<file path="src/sv/prsh_pkg.sv">
// Shared constants and types for the polynomial rolling string hash core.
package prsh_pkg;

    localparam int MOD_W = 32;              // modulus, hash and power width
    localparam int DVD_W = 64;              // widest dividend for the remainder unit
    localparam int CNT_W = $clog2(DVD_W + 1);
    localparam int CHR_W = 8;
    localparam int POW31_W = MOD_W + 5;     // power times 31 fits in 37 bits
    localparam int PROD_W = MOD_W + 10;     // signed 9-bit factor times unsigned power

    localparam logic [MOD_W-1:0] RESET_MODULUS = MOD_W'(1024);
    localparam logic [4:0]       HASH_BASE     = 5'd31;
    localparam logic signed [8:0] CHAR_OFFSET  = 9'sd96;

    // Request to the remainder unit: dividend is left aligned, nbits of it are consumed.
    typedef struct packed {
        logic             start;
        logic [CNT_W-1:0] nbits;
    } t_div_req;

    typedef struct packed {
        logic busy;
        logic done;
    } t_div_rsp;

endpackage

</file>
<file path="src/sv/prsh_mod_unit.sv">
// Bit-serial restoring remainder unit: dividend modulo a 32-bit divisor, one bit per cycle.
module prsh_mod_unit (
    input  logic                        i_clk,
    input  logic                        i_rst_n,
    input  prsh_pkg::t_div_req          i_req,
    input  logic [prsh_pkg::DVD_W-1:0]  i_dividend,
    input  logic [prsh_pkg::MOD_W-1:0]  i_divisor,
    output prsh_pkg::t_div_rsp          o_rsp,
    output logic [prsh_pkg::MOD_W-1:0]  o_rem
);
    import prsh_pkg::*;

    logic [DVD_W-1:0] r_dvd;
    logic [MOD_W-1:0] r_rem;
    logic [MOD_W-1:0] r_m;
    logic [CNT_W-1:0] r_cnt;
    logic             r_done;
    logic [MOD_W:0]   w_trial;
    logic [MOD_W:0]   w_diff;
    logic [MOD_W-1:0] n_rem;

    // Shift in the next dividend bit, subtract the divisor if it fits.
    always_comb begin
        w_trial = {r_rem, r_dvd[DVD_W-1]};
        w_diff  = w_trial - {1'b0, r_m};
        if (w_trial >= {1'b0, r_m}) begin
            n_rem = w_diff[MOD_W-1:0];
        end else begin
            n_rem = w_trial[MOD_W-1:0];
        end
    end

    always_ff @(posedge i_clk) begin
        if (!i_rst_n) begin
            r_cnt  <= '0;
            r_done <= 1'b0;
        end else if (i_req.start) begin
            r_cnt  <= i_req.nbits;
            r_done <= 1'b0;
        end else if (r_cnt != '0) begin
            r_cnt  <= r_cnt - CNT_W'(1);
            r_done <= (r_cnt == CNT_W'(1));
        end else begin
            r_done <= 1'b0;
        end
    end

    always_ff @(posedge i_clk) begin
        if (i_req.start) begin
            r_dvd <= i_dividend;
            r_rem <= '0;
            r_m   <= i_divisor;
        end else if (r_cnt != '0) begin
            r_dvd <= {r_dvd[DVD_W-2:0], 1'b0};
            r_rem <= n_rem;
        end
    end

    assign o_rsp.busy = (r_cnt != '0);
    assign o_rsp.done = r_done;
    assign o_rem      = r_rem;

endmodule

</file>
<file path="src/sv/polynomial_rolling_string_hash_core.sv">
// Top level of the polynomial rolling string hash core (base 31, modulo a bucket count).
//
//  Channel | Direction | Handshake                  | Payload
//  --------+-----------+----------------------------+----------------------------
//  input   | in        | i_in_valid / o_in_ready    | i_char_byte (8 bits)
//  output  | out       | o_out_valid / i_out_ready  | o_bucket_hash (32 bits)
//  config  | in        | i_cfg_valid / o_cfg_ready  | i_cfg_table_modulus (32 bits)
//
// A nonzero byte is processed in order: the term is formed, the reduction is started, the
// 64-bit new hash is reduced, the 37-bit new power is reduced and the sequencer returns to
// idle. A terminating zero byte reduces the 32-bit hash and loads the output register as
// it returns to idle. The single shared remainder unit serves all these steps; the input
// is not ready meanwhile.
// Reset is synchronous and active low; it restores the modulus to 1024, the hash to 0
// and the power to 1. A stalled output transaction is held in the output register while
// the next input transaction is taken; only a second finished hash waits for it.
module polynomial_rolling_string_hash_core (
    input  logic        i_clk,
    input  logic        i_rst_n,
    input  logic        i_in_valid,
    output logic        o_in_ready,
    input  logic [7:0]  i_char_byte,
    output logic        o_out_valid,
    input  logic        i_out_ready,
    output logic [31:0] o_bucket_hash,
    input  logic        i_cfg_valid,
    output logic        o_cfg_ready,
    input  logic [31:0] i_cfg_table_modulus
);
    import prsh_pkg::*;

    // Sequencer states, one-hot.
    typedef enum logic [5:0] {
        S_IDLE   = 6'b000001,
        S_MUL    = 6'b000010,
        S_HSTART = 6'b000100,
        S_HRED   = 6'b001000,
        S_PRED   = 6'b010000,
        S_FRED   = 6'b100000
    } t_state;

    // Waiting for room in the output register is folded into the final reduction state.

    t_state              r_state, n_state;
    logic [MOD_W-1:0]    r_modulus;
    logic [MOD_W-1:0]    r_hash;
    logic [MOD_W-1:0]    r_power;
    logic [CHR_W-1:0]    r_byte;
    logic [DVD_W-1:0]    r_term;
    logic [POW31_W-1:0]  r_pow31;
    logic                r_out_valid;
    logic [MOD_W-1:0]    r_out_hash;
    logic                r_fin_pending;

    logic                w_in_acc;
    logic                w_cfg_acc;
    logic                w_out_free;
    logic [MOD_W-1:0]    w_eff_mod;
    logic signed [8:0]   w_factor;
    logic signed [PROD_W-1:0] w_prod;
    logic [DVD_W-1:0]    w_sum;
    t_div_req            w_req;
    t_div_rsp            w_rsp;
    logic [DVD_W-1:0]    w_dividend;
    logic [MOD_W-1:0]    w_rem;

    assign w_in_acc   = i_in_valid && o_in_ready;
    assign w_cfg_acc  = i_cfg_valid && o_cfg_ready;
    assign w_out_free = !r_out_valid || i_out_ready;

    // A modulus of zero behaves as a modulus of one.
    assign w_eff_mod = (r_modulus == '0) ? MOD_W'(1) : r_modulus;

    // The byte is a signed character; the factor (c - 96) lies in -224 .. 31.
    assign w_factor = $signed({r_byte[CHR_W-1], r_byte}) - CHAR_OFFSET;
    assign w_prod   = w_factor * $signed({1'b0, r_power});
    assign w_sum    = {{MOD_W{1'b0}}, r_hash} + r_term;

    // Remainder unit requests: the new hash (64 bits), the new power (37 bits)
    // or the final hash (32 bits), each left aligned in the dividend.
    always_comb begin
        w_req.start = 1'b0;
        w_req.nbits = CNT_W'(DVD_W);
        w_dividend  = w_sum;
        if (r_state == S_IDLE && w_in_acc && i_char_byte == '0) begin
            w_req.start = 1'b1;
            w_req.nbits = CNT_W'(MOD_W);
            w_dividend  = {r_hash, {(DVD_W-MOD_W){1'b0}}};
        end else if (r_state == S_HSTART) begin
            w_req.start = 1'b1;
        end else if (r_state == S_HRED && w_rsp.done) begin
            w_req.start = 1'b1;
            w_req.nbits = CNT_W'(POW31_W);
            w_dividend  = {r_pow31, {(DVD_W-POW31_W){1'b0}}};
        end
    end

    prsh_mod_unit u_mod (
        .i_clk      (i_clk),
        .i_rst_n    (i_rst_n),
        .i_req      (w_req),
        .i_dividend (w_dividend),
        .i_divisor  (w_eff_mod),
        .o_rsp      (w_rsp),
        .o_rem      (w_rem)
    );

    // Sequencer.
    always_comb begin
        n_state = r_state;
        unique case (r_state)
            S_IDLE: begin
                if (w_in_acc) begin
                    n_state = (i_char_byte == '0) ? S_FRED : S_MUL;
                end
            end
            S_MUL:    n_state = S_HSTART;
            S_HSTART: n_state = S_HRED;
            S_HRED: begin
                if (w_rsp.done) begin
                    n_state = S_PRED;
                end
            end
            S_PRED: begin
                if (w_rsp.done) begin
                    n_state = S_IDLE;
                end
            end
            S_FRED: begin
                if ((w_rsp.done || r_fin_pending) && w_out_free) begin
                    n_state = S_IDLE;
                end
            end
            default: n_state = S_IDLE;
        endcase
    end

    always_ff @(posedge i_clk) begin
        if (!i_rst_n) begin
            r_state       <= S_IDLE;
            r_modulus     <= RESET_MODULUS;
            r_hash        <= '0;
            r_power       <= MOD_W'(1);
            r_out_valid   <= 1'b0;
            r_fin_pending <= 1'b0;
        end else begin
            r_state <= n_state;
            if (w_cfg_acc) begin
                r_modulus <= i_cfg_table_modulus;
            end
            // The terminator returns the running state to its start values at once;
            // the old hash has already been handed to the remainder unit.
            if (r_state == S_IDLE && w_in_acc && i_char_byte == '0) begin
                r_hash  <= '0;
                r_power <= MOD_W'(1);
            end
            if (r_state == S_HRED && w_rsp.done) begin
                r_hash <= w_rem;
            end
            if (r_state == S_PRED && w_rsp.done) begin
                r_power <= w_rem;
            end
            // The final remainder stays in the unit until the output register has room.
            if (r_state == S_FRED) begin
                if ((w_rsp.done || r_fin_pending) && w_out_free) begin
                    r_fin_pending <= 1'b0;
                end else if (w_rsp.done) begin
                    r_fin_pending <= 1'b1;
                end
            end
            if (r_state == S_FRED && (w_rsp.done || r_fin_pending) && w_out_free) begin
                r_out_valid <= 1'b1;
            end else if (i_out_ready) begin
                r_out_valid <= 1'b0;
            end
        end
    end

    // Payload registers.
    always_ff @(posedge i_clk) begin
        if (r_state == S_IDLE && w_in_acc) begin
            r_byte <= i_char_byte;
        end
        if (r_state == S_MUL) begin
            r_term  <= {{(DVD_W-PROD_W){w_prod[PROD_W-1]}}, w_prod};
            r_pow31 <= {{(POW31_W-MOD_W){1'b0}}, r_power} * HASH_BASE;
        end
        if (r_state == S_FRED && (w_rsp.done || r_fin_pending) && w_out_free) begin
            r_out_hash <= w_rem;
        end
    end

    assign o_in_ready    = (r_state == S_IDLE);
    assign o_cfg_ready   = 1'b1;
    assign o_out_valid   = r_out_valid;
    assign o_bucket_hash = r_out_hash;

endmodule
</file>
<file path="config.mk">
export PLATFORM = sky130hd
export DESIGN_NAME = polynomial_rolling_string_hash_core
export DESIGN_NICKNAME = d
export VERILOG_FILES = /design/src/sv/prsh_pkg.sv /design/src/sv/prsh_mod_unit.sv /design/src/sv/polynomial_rolling_string_hash_core.sv
export SDC_FILE = /design/constraint.sdc
export NUM_CORES = 2
export LEC_CHECK = 0
export ABC_AREA = 1
export ABC_CLOCK_PERIOD_IN_PS = 9600
export BUFFER_PORTS_ARGS = -buffer_cell sky130_fd_sc_hd__buf_2
export CAP_MARGIN = 20
export CORE_MARGIN = 1
export CORE_UTILIZATION = 60
export CTS_CLUSTER_DIAMETER = 60
export DETAILED_ROUTE_END_ITERATION = 8
export GPL_TIMING_DRIVEN = 0
export PLACE_DENSITY_LB_ADDON = 0.08
export SETUP_SLACK_MARGIN = 0.05
export SLEW_MARGIN = 20
export SYNTH_ARGS = -nofsm -noshare
export SYNTH_HDL_FRONTEND = slang
export SYNTH_SLANG_ARGS = --single-unit
</file>
<file path="constraint.sdc">
create_clock -name i_clk -period 9.6 [get_ports i_clk]
set_clock_uncertainty 0.2 [all_clocks]
set_input_delay 0 -clock i_clk [delete_from_list [all_inputs] [get_ports i_clk]]
set_output_delay 0 -clock i_clk [all_outputs]
set_load 0.01 [all_outputs]
</file>
==> reports/metrics.cfg <==
[worst_setup_path]
cp-end-kind=flop
path_max_fanout=10
start_kind=flop
path_depth=21
r2r-end=r_term[31]
critical-path-top-delay-family=adder cells
worstSetupPathType=reg2reg
cp.required_ps=9730
slowest_stage=buf_1
rr_startpoint=r_byte[7]
worst-endpoint-arrival_ps=7140
slowest_delay_ps=810
r2r_slack_ps=2590
crit_buf_inv=5
reg2reg_depth=21
critPathMostFrequentCell=fa_1
crit_chain=inv_1 -> nand3_1 -> inv_2 -> buf_1 -> nor2_1 -> fa_1 -> inv_1 -> fa_1 -> fa_1 -> inv_1 -> fa_1 -> ha_1 -> ha_1 -> nand2_1 -> nor2_1 -> nand4_1 -> nor3_1 -> a21oi_1 -> or2_2 -> nand3_1 -> nand2_1

[cells_and_area]
syn_to_final_growth_pct=13.20
layout.nets=5137
finalNonFillerCells=5310
layout-drive-gt1-share=0.04878

[floorplan]
rows=85
die_area_mm2=0.05570
initial_core_util=0.6094
die_w_um=236.0
die_y_um=236.0
coreArea_mm2=0.05392
io_pins=80

[sta]
maxSlewViolCount=0
finalCriticalPeriod_ps=7009
fin_crit_sh=0.7301
fmax_mhz=142.7
final.setup.worst_slack_ps=2591
setup_tns_ps=0
relSlewSlack=0.3115
hold_slack_ps=62.53
hold_viol=0
setup_violations=0
rsz0062_at_grt=no
worstMarginPinSlew_ps=1033

[cts]
root_buffer=clkbuf_16
ctsHtreeMaxLevel=2
cts_setup_buffers=0
cts_tree=built
clk_path_buf_depth=3
cts_sinks=359
clock_latency_ps=610
path_clk_slew_ps=60
cts_inserted_buffers=44

[synthesis]
synth_ff_type=edfxtp_1
synth_edf_count=215
syn_avg_cell_area_um2=7.636
ys_types=50
synth_top_area_frac=0.1965
synth_area_mm2=0.03286
yosysMostFrequentCell=nand2_1
synth_top_area_cell=edfxtp_1
synth_seq_cells=359
syn_inst=4303
ys_seq_area_frac=0.2842
synth.area.top_cells=edfxtp_1 (20%), fa_1 (18%), nand2_1 (12%)
async_flop_share=0
syn_nets=4862
synth_commonest_cells=nand2_1 (1030), inv_1 (799), nor2_1 (502), fa_1 (302), nand3_1 (252)
synth_warnings=0

[global_routing]
grt_pass1_vias=28671
antenna_found_initial=2
grt_pass1_wl_mm=163.8
grt-ovfl-total=0
grt_max_degree=55
gr-usage-all-layers=0.3895

[min_path]
min_from=i_out_ready
hold_path_end=o_out_valid
whs_path_depth=5
hold_path_class=in2reg

[drt]
vias_per_cell=5.625
wl_per_cell_um=20.10
routed_wl_mm=106.7
num_vias=29867
drc=0
drtPass1Iterations=8
ant_nets=0
drt_iter0_drc=2947

[pwr]
power_frac_clock=0.247
p_total_w=0.006798
p_leak_nw=18.81
p_seq_frac=0.350
ir_drop_v=0.0001617
p_int_w=0.003911
power.density_mw_per_mm2=182.8
share_comb_of_total_power=0.404
p_switching_w=0.002886
p_sw_frac=0.4246

[run]
drv_cap=0

[place]
place.gp.congestion=1.019
hpwl_mm=84.99
dp_cells=5081
place_ws_ps=2722
port_buffers=77

[outcome]
outcome=finished, final reports clean

-- worst max path at each step --
| stage | from | endpoint |
|---|---|---|
| floorplan | r_byte[5] | r_term[35] |
| global placement | r_byte[7] | r_term[26] |
| detailed placement | r_byte[7] | r_term[31] |
| CTS | r_byte[7] | r_term[31] |
| global route | r_byte[7] | r_term[31] |
| finish | r_byte[7] | r_term[31] |
-- cell type report --
type                       instances  area, um2
multi-input combinational       2975      19800
fill                            4593      16730
antenna                            1      2.502
clock buffer                      62       1260
buffer                           159      693.2
tap                              696      870.8
clock inverter                    19      206.4
inverter                         810       3043
sequential                       359       9339
timing repair buffer             229       1979
-- worst register-to-register path, cell delays in order, from the launching register on --
cell	delay, ps
edfxtp_1	350
inv_1	90
nand3_1	360
inv_2	380
buf_1	820
nor2_1	160
fa_1	570
inv_1	60
fa_1	500
fa_1	560
inv_1	60
fa_1	540
ha_1	330
ha_1	370
nand2_1	140
nor2_1	200
nand4_1	110
nor3_1	250
a21oi_1	230
or2_2	320
nand3_1	70
nand2_1	90
-- what timing repair did --
item | CTS | global route
hold buffers | 147 | 0
endpoints found under the hold margin | 110 | 0
gates resized for setup | 0 | 0
-- cells in the final DEF, fill, tap and decap left out, types with 15 or more instances in the layout --
cell type and instances:
xor2_1 45, o21bai_1 15, nand4_1 44, nor2_1 500
edfxtp_1 215, a21oi_1 211, nor4_1 16, dlygate4sd3_1 147
clkbuf_16 45, ha_1 212, nand2_1 1030, buf_2 100
o22ai_1 32, dfxtp_1 144, o21ai_0 154, xnor2_1 42
nor3_1 33, a21o_1 15, inv_1 799, nand3_1 252
clkbuf_1 120, fa_1 302
-- per-layer routing --
metal	global-route usage	part of all wire	wire, um	vias up
li1	-	-	-	14014
met5	0	0.000066	7	-
met1	0.5133	0.41	43450	14114
met4	0.2149	0.064	6830	2
met3	0.06764	0.089	9464	327
met2	0.6115	0.44	47000	1410
-- metrics by stage --
stage	area [um2]	utilization
2_1_floorplan	32860	-
3_3_place_gp	34110	0.6327
3_5_place_dp	34250	0.6353
4_1_cts	37190	0.6898
5_1_grt	37190	0.6898
6_report	37190	0.6898
-- flip-flops by register name, summed over array words and instances, names as in the netlist, 8 cells and up --
name,count
u_mod.r_dvd,64
u_mod.r_m,32
r_pow31,37
r_modulus,32
o_bucket_hash,32
r_hash,32
r_power,32
r_term,42
u_mod.o_rem,32
r_byte,8
-- power groups by stage --
| stage | logic (W) | clock network [W] | registers, W |
|---|---|---|---|
| 2_1_floorplan | 0.00182 | 0 | 0.00224 |
| 3_3_place_gp | 0.00253 | 0 | 0.00241 |
| 3_5_place_dp | 0.00261 | 0 | 0.00239 |
| 4_1_cts | 0.00267 | 0.00168 | 0.00236 |
| 5_1_grt | 0.00305 | 0.00175 | 0.00239 |
| 6_report | 0.00274 | 0.00168 | 0.00238 |
-- cells by family after synthesis --
| logic type | Yosys count | share of synthesized area |
|---|---|---|
| and+or+nand+nor | 1911 | 0.2383 |
| buffers and inverters | 969 | 0.1136 |
| adders and majority gates | 514 | 0.2647 |
| AOI/OAI and AO/OA | 462 | 0.07578 |
| DFF | 359 | 0.2842 |
| xor gates and xnor gates | 87 | 0.02319 |
| other | 1 | 0.0001141 |
No activity file was read; power rests on OpenSTA's default activity.
